### src/hw/rtl/pscv_pkg.sv
`default_nettype none

package pscv_pkg;

  // Channel count limits
  localparam int MAX_CHANNELS = 8;
  localparam int CHAN_LIMIT   = (MAX_CHANNELS < 1) ? 1 : ((MAX_CHANNELS < 8) ? MAX_CHANNELS : 8);

  // Queue between front and back
  localparam int FIFO_DEPTH = 4;
  localparam int FIFO_AW    = $clog2(FIFO_DEPTH);

  // Input format codes
  localparam logic [2:0] IN_S_LE  = 3'd0;
  localparam logic [2:0] IN_S_BE  = 3'd1;
  localparam logic [2:0] IN_U_LE  = 3'd2;
  localparam logic [2:0] IN_U_BE  = 3'd3;
  localparam logic [2:0] IN_ALAW  = 3'd4;
  localparam logic [2:0] IN_MULAW = 3'd5;

  // Output format codes
  localparam logic [1:0] OUT_S_LE = 2'd0;
  localparam logic [1:0] OUT_S_BE = 2'd1;
  localparam logic [1:0] OUT_U_LE = 2'd2;
  localparam logic [1:0] OUT_U_BE = 2'd3;

  // Configuration register indexes
  localparam logic [2:0] REG_IN_FORMAT       = 3'd0;
  localparam logic [2:0] REG_IN_BITS         = 3'd1;
  localparam logic [2:0] REG_IN_CHANNELS     = 3'd2;
  localparam logic [2:0] REG_IN_ACTIVE_BITS  = 3'd3;
  localparam logic [2:0] REG_OUT_FORMAT      = 3'd4;
  localparam logic [2:0] REG_OUT_BITS        = 3'd5;
  localparam logic [2:0] REG_OUT_CHANNELS    = 3'd6;
  localparam logic [2:0] REG_OUT_ACTIVE_BITS = 3'd7;

  // Numeric constants
  localparam logic [31:0] UNSIGNED_OFFSET = 32'h7fff_ffff;
  localparam logic [31:0] DITHER_MUL      = 32'h0019_660d;
  localparam logic [31:0] DITHER_INC      = 32'h3c6e_f35f;

  typedef struct packed {
    logic [2:0] in_format;
    logic [5:0] in_bits;
    logic [3:0] in_channels;
    logic [5:0] in_active_bits;
    logic [1:0] out_format;
    logic [5:0] out_bits;
    logic [3:0] out_channels;
    logic [5:0] out_active_bits;
  } cfg_t;

  // One queued item: decoded value and how the back end handles it
  typedef struct packed {
    logic [31:0] value;
    logic [2:0]  pos;
    logic        mix;
    logic        first;
    logic        emit;
    logic        single;
  } item_t;

  function automatic logic [5:0] eff_bits(input logic [5:0] b);
    logic [5:0] r;
    if (b == 6'd0) begin
      r = 6'd1;
    end else if (b > 6'd32) begin
      r = 6'd32;
    end else begin
      r = b;
    end
    return r;
  endfunction

  function automatic logic [3:0] eff_chan(input logic [3:0] c);
    logic [3:0] r;
    if (c == 4'd0) begin
      r = 4'd1;
    end else if (c > 4'(CHAN_LIMIT)) begin
      r = 4'(CHAN_LIMIT);
    end else begin
      r = c;
    end
    return r;
  endfunction

  // Bytes occupied by a sample of 1..32 bits
  function automatic logic [2:0] num_bytes(input logic [5:0] bits);
    logic [5:0] t;
    t = bits + 6'd7;
    return t[5:3];
  endfunction

  // Reverse the low nb bytes, or keep them and clear the rest
  function automatic logic [31:0] byte_order(input logic [31:0] v, input logic [2:0] nb,
                                             input logic swap);
    logic [31:0] r;
    case (nb)
      3'd1: r = {24'h0, v[7:0]};
      3'd2: r = swap ? {16'h0, v[7:0], v[15:8]} : {16'h0, v[15:0]};
      3'd3: r = swap ? {8'h0, v[7:0], v[15:8], v[23:16]} : {8'h0, v[23:0]};
      default: r = swap ? {v[7:0], v[15:8], v[23:16], v[31:24]} : v;
    endcase
    return r;
  endfunction

endpackage

`default_nettype wire

### src/hw/rtl/pcm_sample_format_converter_core.sv
// Channel   Ports                                   Handshake
// input     raw_sample                              push / full
// result    out_word, out_channel, last             pop / empty
// config    cfg_we, cfg_index, cfg_data             cfg_we, no wait
//
// One input item is taken per cycle while the queue has room; it then passes
// the queue and the mix, dither and output registers. While pop is held, a
// mixed or fanned-out frame gives one word per cycle per output channel, so
// the output port sets the rate (one item per cycle for equal channel counts).
// Synchronous reset clears the queue, stages, channel position and mix sum,
// and loads the seed with the first step of the dither sequence.
// A stalled result port fills the four-entry queue, then raises full.
`default_nettype none

module pcm_sample_format_converter_core (
  input  wire logic        clk,
  input  wire logic        rst,
  input  wire logic        push,
  output logic             full,
  input  wire logic [31:0] raw_sample,
  output logic             empty,
  input  wire logic        pop,
  output logic [31:0]      out_word,
  output logic [2:0]       out_channel,
  output logic             last,
  input  wire logic        cfg_we,
  input  wire logic [2:0]  cfg_index,
  input  wire logic [5:0]  cfg_data
);

  pscv_pkg::cfg_t  cfg;
  pscv_pkg::item_t f_item;
  pscv_pkg::item_t b_item;
  logic            f_push;
  logic            q_full;
  logic            q_empty;
  logic            q_pop;

  // Hold configuration registers
  always_ff @(posedge clk) begin
    if (rst) begin
      cfg.in_format       <= pscv_pkg::IN_S_LE;
      cfg.in_bits         <= 6'd16;
      cfg.in_channels     <= 4'd2;
      cfg.in_active_bits  <= 6'd16;
      cfg.out_format      <= pscv_pkg::OUT_S_LE;
      cfg.out_bits        <= 6'd16;
      cfg.out_channels    <= 4'd2;
      cfg.out_active_bits <= 6'd16;
    end else if (cfg_we) begin
      case (cfg_index)
        pscv_pkg::REG_IN_FORMAT:       cfg.in_format       <= cfg_data[2:0];
        pscv_pkg::REG_IN_BITS:         cfg.in_bits         <= cfg_data;
        pscv_pkg::REG_IN_CHANNELS:     cfg.in_channels     <= cfg_data[3:0];
        pscv_pkg::REG_IN_ACTIVE_BITS:  cfg.in_active_bits  <= cfg_data;
        pscv_pkg::REG_OUT_FORMAT:      cfg.out_format      <= cfg_data[1:0];
        pscv_pkg::REG_OUT_BITS:        cfg.out_bits        <= cfg_data;
        pscv_pkg::REG_OUT_CHANNELS:    cfg.out_channels    <= cfg_data[3:0];
        pscv_pkg::REG_OUT_ACTIVE_BITS: cfg.out_active_bits <= cfg_data;
        default: ;
      endcase
    end
  end

  assign full = q_full;

  pscv_front u_front (
    .clk        (clk),
    .rst        (rst),
    .cfg        (cfg),
    .push       (push),
    .raw_sample (raw_sample),
    .q_full     (q_full),
    .q_push     (f_push),
    .q_item     (f_item)
  );

  pscv_fifo u_fifo (
    .clk     (clk),
    .rst     (rst),
    .wr_en   (f_push),
    .wr_item (f_item),
    .full    (q_full),
    .rd_en   (q_pop),
    .rd_item (b_item),
    .empty   (q_empty)
  );

  pscv_back u_back (
    .clk         (clk),
    .rst         (rst),
    .cfg         (cfg),
    .q_empty     (q_empty),
    .q_item      (b_item),
    .q_pop       (q_pop),
    .empty       (empty),
    .pop         (pop),
    .out_word    (out_word),
    .out_channel (out_channel),
    .last        (last)
  );

endmodule

`default_nettype wire

### src/hw/rtl/pscv_front.sv
`default_nettype none

module pscv_front (
  input  wire logic               clk,
  input  wire logic               rst,
  input  wire pscv_pkg::cfg_t     cfg,
  input  wire logic               push,
  input  wire logic [31:0]        raw_sample,
  input  wire logic               q_full,
  output logic                    q_push,
  output pscv_pkg::item_t         q_item
);

  logic [2:0]  chpos;
  logic [2:0]  chpos_next;
  logic        accept;
  logic [3:0]  nin;
  logic [3:0]  nout;
  logic [3:0]  nin_m1;
  logic [2:0]  pos;
  logic        lastch;
  logic [31:0] decoded;

  assign accept = push && !q_full;

  // Resolve the channel position of this item
  always_comb begin
    nin    = pscv_pkg::eff_chan(cfg.in_channels);
    nout   = pscv_pkg::eff_chan(cfg.out_channels);
    nin_m1 = nin - 4'd1;
    if ({1'b0, chpos} > nin_m1) begin
      pos = nin_m1[2:0];
    end else begin
      pos = chpos;
    end
    lastch     = ({1'b0, pos} == nin_m1);
    chpos_next = lastch ? 3'd0 : pos + 3'd1;
  end

  // Decode the raw word into a left-aligned signed value
  always_comb begin
    logic [7:0]  a;
    logic [7:0]  u;
    logic [7:0]  t8;
    logic [2:0]  seg;
    logic [15:0] mag;
    logic [15:0] tt;
    logic [5:0]  bits;
    logic [5:0]  sh;
    logic [31:0] v;
    a   = raw_sample[7:0] ^ 8'h55;
    u   = ~raw_sample[7:0];
    t8  = {a[3:0], 4'h0};
    seg = a[6:4];
    mag = 16'h0;
    tt  = 16'h0;
    bits = pscv_pkg::eff_bits(cfg.in_bits);
    sh   = 6'd32 - bits;
    v    = 32'h0;
    case (cfg.in_format)
      pscv_pkg::IN_ALAW: begin
        if (seg == 3'd0) begin
          mag = 16'(t8) + 16'd8;
        end else begin
          mag = (16'(t8) + 16'h108) << ((seg > 3'd1) ? seg - 3'd1 : 3'd0);
        end
        decoded = a[7] ? {mag, 16'h0} : 32'd0 - {mag, 16'h0};
      end
      pscv_pkg::IN_MULAW: begin
        tt  = (16'({u[3:0], 3'b000}) + 16'h84) << u[6:4];
        mag = tt - 16'h84;
        decoded = u[7] ? 32'd0 - {mag, 16'h0} : {mag, 16'h0};
      end
      default: begin
        v = pscv_pkg::byte_order(raw_sample, pscv_pkg::num_bytes(bits),
                                 (cfg.in_format == pscv_pkg::IN_S_BE) ||
                                 (cfg.in_format == pscv_pkg::IN_U_BE));
        v = v << sh[4:0];
        if ((cfg.in_format == pscv_pkg::IN_U_LE) || (cfg.in_format == pscv_pkg::IN_U_BE)) begin
          v = v - pscv_pkg::UNSIGNED_OFFSET;
        end
        decoded = v;
      end
    endcase
  end

  // Classify the item for the back end
  always_comb begin
    q_item.value  = decoded;
    q_item.pos    = pos;
    q_item.first  = (pos == 3'd0);
    q_item.mix    = 1'b0;
    q_item.emit   = 1'b0;
    q_item.single = 1'b0;
    q_push        = 1'b0;
    if (nin == nout) begin
      q_item.emit   = 1'b1;
      q_item.single = 1'b1;
      q_push        = accept;
    end else if (nin > nout) begin
      q_item.mix  = 1'b1;
      q_item.emit = lastch;
      q_push      = accept;
    end else begin
      q_item.emit = 1'b1;
      q_push      = accept && (pos == 3'd0);
    end
  end

  // Advance the channel position on every accepted item
  always_ff @(posedge clk) begin
    if (rst) begin
      chpos <= 3'd0;
    end else if (accept) begin
      chpos <= chpos_next;
    end
  end

endmodule

`default_nettype wire

### src/hw/rtl/pscv_fifo.sv
`default_nettype none

module pscv_fifo (
  input  wire logic            clk,
  input  wire logic            rst,
  input  wire logic            wr_en,
  input  wire pscv_pkg::item_t wr_item,
  output logic                 full,
  input  wire logic            rd_en,
  output pscv_pkg::item_t      rd_item,
  output logic                 empty
);

  pscv_pkg::item_t                  mem [pscv_pkg::FIFO_DEPTH];
  logic [pscv_pkg::FIFO_AW-1:0]     wr_ptr;
  logic [pscv_pkg::FIFO_AW-1:0]     rd_ptr;
  logic [pscv_pkg::FIFO_AW:0]       count;
  logic                             do_wr;
  logic                             do_rd;

  assign full    = (count == (pscv_pkg::FIFO_AW + 1)'(pscv_pkg::FIFO_DEPTH));
  assign empty   = (count == '0);
  assign do_wr   = wr_en && !full;
  assign do_rd   = rd_en && !empty;
  assign rd_item = mem[rd_ptr];

  // Store entries
  always_ff @(posedge clk) begin
    if (do_wr) begin
      mem[wr_ptr] <= wr_item;
    end
  end

  // Move pointers and occupancy
  always_ff @(posedge clk) begin
    if (rst) begin
      wr_ptr <= '0;
      rd_ptr <= '0;
      count  <= '0;
    end else begin
      if (do_wr) begin
        wr_ptr <= wr_ptr + 1'b1;
      end
      if (do_rd) begin
        rd_ptr <= rd_ptr + 1'b1;
      end
      if (do_wr && !do_rd) begin
        count <= count + 1'b1;
      end else if (do_rd && !do_wr) begin
        count <= count - 1'b1;
      end
    end
  end

endmodule

`default_nettype wire

### src/hw/rtl/pscv_back.sv
`default_nettype none

module pscv_back (
  input  wire logic            clk,
  input  wire logic            rst,
  input  wire pscv_pkg::cfg_t  cfg,
  input  wire logic            q_empty,
  input  wire pscv_pkg::item_t q_item,
  output logic                 q_pop,
  output logic                 empty,
  input  wire logic            pop,
  output logic [31:0]          out_word,
  output logic [2:0]           out_channel,
  output logic                 last
);

  // Mix stage
  logic        mix_valid;
  logic [31:0] mix_val;
  logic [2:0]  mix_pos;
  logic        mix_single;
  logic        mix_mixed;
  logic [31:0] mix_sum;
  // Dither stage
  logic        dit_valid;
  logic [31:0] dit_val;
  logic [2:0]  dit_pos;
  logic        dit_single;
  logic [31:0] seed;
  // Output register
  logic        out_valid;
  logic [31:0] word;
  logic [2:0]  opos;
  logic        osingle;
  logic [2:0]  kidx;

  logic        mix_ready;
  logic        dit_ready;
  logic        out_ready;
  logic        out_last;
  logic [3:0]  nout;
  logic [3:0]  nout_m1;
  logic [31:0] mixed;
  logic        dither_on;
  logic [31:0] dithered;
  logic [31:0] seed_next;
  logic [31:0] encoded;

  function automatic logic [31:0] sat_add(input logic [31:0] a, input logic [31:0] b);
    logic [32:0] s;
    logic [31:0] r;
    s = {a[31], a} + {b[31], b};
    if (s[32] != s[31]) begin
      r = s[32] ? 32'h8000_0000 : 32'h7fff_ffff;
    end else begin
      r = s[31:0];
    end
    return r;
  endfunction

  assign nout     = pscv_pkg::eff_chan(cfg.out_channels);
  assign nout_m1  = nout - 4'd1;
  assign out_last = osingle || ({1'b0, kidx} == nout_m1);

  assign out_ready = !out_valid || (pop && out_last);
  assign dit_ready = !dit_valid || out_ready;
  assign mix_ready = !mix_valid || dit_ready;
  assign q_pop     = !q_empty && mix_ready;

  // Load or accumulate the mix sum
  always_comb begin
    if (q_item.mix && !q_item.first) begin
      mixed = sat_add(mix_sum, q_item.value);
    end else begin
      mixed = q_item.value;
    end
  end

  // Add dither from the current seed when dithering is on
  always_comb begin
    dither_on = (cfg.in_active_bits < 6'd32) && (cfg.out_active_bits < cfg.in_active_bits);
    seed_next = 32'(seed * pscv_pkg::DITHER_MUL) + pscv_pkg::DITHER_INC;
    if (dither_on) begin
      dithered = sat_add(mix_val, unsigned'($signed(seed) >>> cfg.in_active_bits[4:0]));
    end else begin
      dithered = mix_val;
    end
  end

  // Encode into the output format
  always_comb begin
    logic [5:0]  bits;
    logic [5:0]  sh;
    logic [31:0] v;
    bits = pscv_pkg::eff_bits(cfg.out_bits);
    sh   = 6'd32 - bits;
    if ((cfg.out_format == pscv_pkg::OUT_U_LE) || (cfg.out_format == pscv_pkg::OUT_U_BE)) begin
      v = (dit_val + pscv_pkg::UNSIGNED_OFFSET) >> sh[4:0];
    end else begin
      v = unsigned'($signed(dit_val) >>> sh[4:0]);
    end
    encoded = pscv_pkg::byte_order(v, pscv_pkg::num_bytes(bits),
                                   (cfg.out_format == pscv_pkg::OUT_S_BE) ||
                                   (cfg.out_format == pscv_pkg::OUT_U_BE));
  end

  // Mix stage: hold emitting items, drop the rest after updating the sum
  always_ff @(posedge clk) begin
    if (rst) begin
      mix_valid <= 1'b0;
      mix_sum   <= 32'h0;
    end else begin
      if (mix_ready) begin
        mix_valid <= q_pop && q_item.emit;
      end
      // Keep the dithered frame sum once the last channel leaves this stage
      if (mix_ready && q_pop && q_item.mix) begin
        mix_sum <= mixed;
      end else if (dit_ready && mix_valid && mix_mixed) begin
        mix_sum <= dithered;
      end
    end
    if (mix_ready && q_pop) begin
      mix_val    <= mixed;
      mix_pos    <= q_item.pos;
      mix_single <= q_item.single;
      mix_mixed  <= q_item.mix;
    end
  end

  // Dither stage: advance the seed once per dithered value
  always_ff @(posedge clk) begin
    if (rst) begin
      dit_valid <= 1'b0;
      seed      <= pscv_pkg::DITHER_INC;
    end else if (dit_ready) begin
      dit_valid <= mix_valid;
      if (mix_valid && dither_on) begin
        seed <= seed_next;
      end
    end
    if (dit_ready && mix_valid) begin
      dit_val    <= dithered;
      dit_pos    <= mix_pos;
      dit_single <= mix_single;
    end
  end

  // Output register: fan out one word per output channel unless the item is single
  always_ff @(posedge clk) begin
    if (rst) begin
      out_valid <= 1'b0;
      kidx      <= 3'd0;
    end else if (out_ready) begin
      out_valid <= dit_valid;
      kidx      <= 3'd0;
    end else if (pop) begin
      kidx <= kidx + 3'd1;
    end
    if (out_ready && dit_valid) begin
      word    <= encoded;
      opos    <= dit_pos;
      osingle <= dit_single;
    end
  end

  assign empty       = !out_valid;
  assign out_word    = word;
  assign out_channel = osingle ? opos : kidx;
  assign last        = out_last;

endmodule

`default_nettype wire

### config.mk
export PLATFORM = sky130hd
export DESIGN_NAME = pcm_sample_format_converter_core
export DESIGN_NICKNAME = d
export VERILOG_FILES = /design/src/hw/rtl/pscv_pkg.sv /design/src/hw/rtl/pcm_sample_format_converter_core.sv /design/src/hw/rtl/pscv_front.sv /design/src/hw/rtl/pscv_fifo.sv /design/src/hw/rtl/pscv_back.sv
export SDC_FILE = /design/constraint.sdc
export NUM_CORES = 2
export LEC_CHECK = 0
export BUFFER_PORTS_ARGS = -buffer_cell sky130_fd_sc_hd__buf_2
export CELL_PAD_IN_SITES_DETAIL_PLACEMENT = 0
export CELL_PAD_IN_SITES_GLOBAL_PLACEMENT = 2
export CORE_MARGIN = 1
export CORE_UTILIZATION = 41
export CTS_CLUSTER_SIZE = 20
export DETAILED_ROUTE_END_ITERATION = 10
export PLACE_DENSITY = 0.87
export SKIP_LAST_GASP = 1
export SLEW_MARGIN = 5
export SYNTH_ARGS = -nofsm -noshare
export SYNTH_HDL_FRONTEND = slang
export SYNTH_SLANG_ARGS = --single-unit
export TNS_END_PERCENT = 10
### constraint.sdc
create_clock -name clk -period 7.85 [get_ports clk]
set_clock_uncertainty 0.15 [all_clocks]
set_input_delay 0.3925 -clock clk [delete_from_list [all_inputs] [get_ports clk]]
set_output_delay 0.3925 -clock clk [all_outputs]
set_load 0.01 [all_outputs]
Word level (Yosys, flattened, before mapping). Memory sizes are Yosys's and may differ from the RTL's. A register that Yosys moved wholly into a read port is not among the register bits. Cells that the tools add are included.

Input bits: 46. Flip-flop bits (word level): 226. Memories kept: 1. Word-level logic and storage cells: 201. Output and inout bits: 38. Memory bits (writable): 156.

Add/sub/neg operators: 24. Reduce and logical (&&, ||, !) cells: 54. $lt $le $gt $ge: 9. Multiply operators: 1. Shift operators: 6. Eq/ne operators: 27. Multiplexer cells: 49. Bitwise gates (word level): 2.

Memories: u_fifo.mem (words 4, bits a word 39, read ports 1, clocked after memory_dff 1, wr ports 1, line pscv_fifo.sv:14) `pscv_pkg::item_t mem [pscv_pkg::FIFO_DEPTH];`.

Operators with widths (count): $mux W32 (15); $pmux W32 S3 (2); $add A32 B32 Y33 (2); $mux W16 (4); $pmux W32 S2 (1); $sshr A32 B5 Y32 (2); $sub A1 B32 Y32 const A (2); $mux W24 (2); $add A32 B30 Y32 const B (1); $add A32 B31 Y32 const B (1); $mul A32 B21 Y32 const B (1); $shl A16 B3 Y16 (2); $shl A32 B5 Y32 (1); $shr A32 B5 Y32 (1); $sub A32 B31 Y32 const B (1); $eq A3 B2 Y1 const B (8); $mux W6 (4); $eq A3 B3 Y1 const B (7); $mux W3 (6); $reduce_and A2 Y1 (9); $logic_and A1 B1 Y1 (17); $mux W4 (4); $sub A16 B8 Y16 const B (1); $add A6 B3 Y6 const B (2); 32 further kinds (76).

Depth between registers and ports, before layout.
Word-level depth: 15. Mapped depth: 29. Depth with buffers taken out: 26.

Hierarchy. Synthesis repeated with hierarchy kept, for this count alone.

Cell total of the unflattened synthesis: 4638. Area, all modules: 40287.4 µm².

By module, submodules not included: pscv_back (cells an instance 3179, instances 1, area an instance 25789.7 µm², sequential area each 4674.5 µm²); pscv_front (cells an instance 1069, instances 1, area an instance 6910.4 µm², sequential area each 60.1 µm²); pscv_fifo (cells an instance 251, instances 1, area an instance 6080.8 µm², sequential area each 4864.7 µm²); pcm_sample_format_converter_core (cells an instance 139, instances 1, area an instance 1506.4 µm², sequential area each 740.7 µm²).

Worst setup path after synthesis. Ideal clock, no wire load.

Path type: reg2reg. Start point: register u_back.seed[1]. End point: register u_back.seed[31]. Period minus slack after synthesis: 6.518 ns. Data required time: 7.572 ns. Buffers on the path: 0. Stages on the path, launching flop included: 26. Setup time: 0.128 ns. Arrival: 6.240 ns. Setup slack: 1.332 ns. Cell sequence: dfxtp_1 inv_1 ha_1 inv_1 fa_1 fa_1 inv_1 fa_1 inv_1 fa_1 fa_1 inv_1 fa_1 inv_1 ha_1 nand4_1 nor2_1 nand2_1 a211oi_1 nor3_1 o41ai_1 nand3_1 a21oi_1 nor3_1 a21oi_1 nor2_1.

Longest elaborated chain between the ends: 2.

Ends and longest elaborated chain: start: declaration (line pscv_back.sv:29) `logic [31:0] seed;`; start signal: assignment (line pscv_back.sv:135) `seed <= pscv_pkg::DITHER_INC;`; start signal: assignment (line pscv_back.sv:139) `seed <= seed_next;`; $mul A32 B21 Y32 (line pscv_back.sv:82) `seed_next = 32'(seed * pscv_pkg::DITHER_MUL) + pscv_pkg::DITHER_INC;`; $add A32 B30 Y32 (line pscv_back.sv:82).

Every way passes these cells. A chain may end at the register's enable or synchronous reset.

Worst setup path in the final report.
Start point: register u_back.seed[3]. End point: register u_back.seed[31].

The elaborated chain is that of the path after synthesis.

==> results_dict.tcl <==
set metrics [dict create \
    synth-simple-area-share 0.159 \
    grt_max_degree 84 \
    ys_seq_area_frac 0.271 \
    hold_viol 0 \
    rrSetupSlack_ns 0.72 \
    num-fill-cells 9099 \
    synth_compound_area_frac 0.212 \
    synth_warnings 0 \
    dp_slack_ns 0.794 \
    synthCells 4430 \
    period_share 0.908 \
    r2r_end "u_back.seed[31]" \
    hp-start "cfg_data[5]" \
    synthAdderAreaFrac 0.160 \
    synth_area_per_cell_sq_um 8.61 \
    setup_violations 0 \
    worstHoldPathCells 3 \
    cp-end-kind "flip-flop" \
    core.rowCount 111 \
    path_delay_family "adder cells" \
    num_antenna_cells 0 \
    reg2reg_depth 25 \
    rsz0062_at_grt "false" \
    wirelength_um 124000 \
    htree_levels 2 \
    clock_latency_ns 0.60 \
    critPathArrivalTime_ns 7.51 \
    ctsLongestPathBuffers 3 \
    r2r_start "u_back.seed[3]" \
    slew_violations 0 \
    antenna_left 0 \
    ff_latch_area_sq_um 10300 \
    critPathMaxStageDelay_ns 0.59 \
    nNetsFinal 4816 \
    post-dp-hpwl_um 97700 \
    synth_flop_cell "edfxtp_1" \
    dieArea_sq_um 94300 \
    cts_root_buffer "clkbuf_16" \
    vias 33100 \
    core_area_sq_um 91900 \
    min_period_ns 7.13 \
    status "complete, no violations" \
    worst_pin_slew_ns 1.09 \
    synthMuxAreaShare 0.0972 \
    multi_input_area_sq_um 25500 \
    relSlewSlack 0.274 \
    vias_per_cell 5.86 \
    min_to "cfg[15]" \
    wire_per_inst_um 21.9 \
    first_global_vias 32300 \
    synth_cell_type_count 105 \
    clkTransAtPathRegs_ns 0.06 \
    post-route-util 0.449 \
    portBuffers 83 \
    setup_ws_ns 0.721 \
    drive_gt1_frac 0.0930 \
    dr.pass1.iters 6 \
    whs_ns 0.0504 \
    grt_use_total 0.261 \
    layout_commonest_cell "nand2_1" \
    crit_fanout 10 \
    initial_core_util 0.415 \
    async_flop_share 0 \
    worstSetupPathType "reg -> reg" \
    area_delta_synth_final_pct 8.15 \
    die_w_um 307 \
    cts_tree "built" \
    cp-start-kind "flip-flop" \
    antenna_found_initial 1 \
    drc_errors 0 \
    fmax_mhz 140 \
    cap_violations 0 \
    postCtsSetupBuffers 0 \
    worstPathRequired_ns 8.23 \
    ys_ff_latch 384 \
    clock_sinks 384 \
    tns_ns 0 \
    synth_fp_nets 4874 \
    grt_pass1_wl_um 193000 \
    io_pins 84 \
    layout_common_cells "nand2_1, nor2_1, inv_1, o21ai_0, a21oi_1" \
    synth-xor-area-share 0.0365 \
    slowest_stage "dfxtp_1" \
    synth_edf_count 265 \
    drtIter0Drc 2455 \
    critPathBufInv 6 \
    fp.dieH_um 307 \
    place_congestion 0.927 \
    hold_path_class "in -> reg" \
    synth_area_sq_um 38100 \
    synth_top_family_by_area "compound AO/OA/AOI/OAI gates" \
    grt_remaining_overflow 0 \
    numCtsBuffers 44 \
]
==> logic make-up after synthesis <==
family	Yosys count
AO/OA/AOI/OAI	1239
XOR/XNOR	159
adder cells (fa/ha/maj)	404
buffers and inverters	636
flip-flops	384
multiplexers	289
AND/OR/NAND/NOR	1319
==> worst min-delay path: stages <==
cell	delay [ns]
buf_2	0.17
mux2i_1	0.14
nor2_1	0.05
==> flip-flops by register name (all words and copies together), names as in the netlist, 2 cells and up, named ones only <==
| name | flops |
|---|---|
| cfg | 37 |
| u_back.dit_pos | 3 |
| u_back.dit_val | 32 |
| u_back.kidx | 3 |
| u_back.mix_pos | 3 |
| u_back.mix_sum | 32 |
| u_back.mix_val | 32 |
| u_back.opos | 3 |
| u_back.out_word | 32 |
| u_back.seed | 32 |
| u_fifo.count | 3 |
| u_fifo.mem | 156 |
| u_fifo.rd_ptr | 2 |
| u_fifo.wr_ptr | 2 |
| u_front.chpos | 3 |
==> synthesized netlist by cell type (all sizes together) (68+ instances only) <==
| cell | number | share of area |
|---|---|---|
| fa | 142 | 0.075 |
| nor3 | 100 | 0.014 |
| a21oi | 308 | 0.041 |
| a211oi | 88 | 0.017 |
| inv | 369 | 0.036 |
| nor2 | 399 | 0.039 |
| mux2i | 197 | 0.052 |
| xnor2 | 91 | 0.021 |
| o211ai | 81 | 0.016 |
| o21ai | 315 | 0.042 |
| nand2 | 441 | 0.043 |
| buf | 71 | 0.0086 |
| clkbuf | 194 | 0.019 |
| dfxtp | 119 | 0.062 |
| nand3 | 100 | 0.013 |
| edfxtp | 265 | 0.21 |
| xor2 | 68 | 0.016 |
| ha | 256 | 0.084 |
==> through the flow <==
| step | cell area [sq um] | instances |
|---|---|---|
| floorplan | 38100 | 4430 |
| global placement | 39800 | 5567 |
| detailed placement | 39800 | 5567 |
| CTS | 41200 | 5650 |
| global route | 41200 | 5650 |
| finish | 41200 | 5650 |
==> metal layers <==
| layer | wire length, um | global-route usage | vias up |
|---|---|---|---|
| li1 | - | - | 16000 |
| met1 | 55700 | 0.349 | 16000 |
| met2 | 57900 | 0.436 | 953 |
| met3 | 5520 | 0.0289 | 208 |
| met4 | 4630 | 0.0949 | 0 |
| met5 | 0 | 0 | - |
==> worst max-delay path by stage <==
| stage | slack, ns | cells past startpoint | endpoint | start |
|---|---|---|---|---|
| 6_report | 0.72 | 25 | u_back.seed[31] | u_back.seed[3] |
| 5_1_grt | 0.27 | 26 | u_back.seed[31] | u_back.seed[2] |
| 4_1_cts | 0.75 | 25 | u_back.seed[31] | u_back.seed[3] |
| 3_5_place_dp | 0.79 | 25 | u_back.seed[31] | u_back.seed[3] |
| 3_3_place_gp | 0.80 | 25 | u_back.seed[31] | u_back.seed[3] |
| 2_1_floorplan | 1.33 | 25 | u_back.seed[31] | u_back.seed[1] |
==> timing repair <==
item	CTS	global route
hold buffers	2	0
gates resized for setup	0	0
endpoints found under the hold margin	5	0
==> area by class of cell <==
type                       count  area share
sequential                   384       0.251
clock buffer                  53      0.0283
timing repair buffer         161      0.0247
multi-input combinational   3410       0.618
clock inverter                28     0.00707
inverter                     371      0.0338
tap                         1243      0.0377
Power is not shown: default switching activity piles up to over one toggle a cycle in this logic, so the estimate is an artifact.
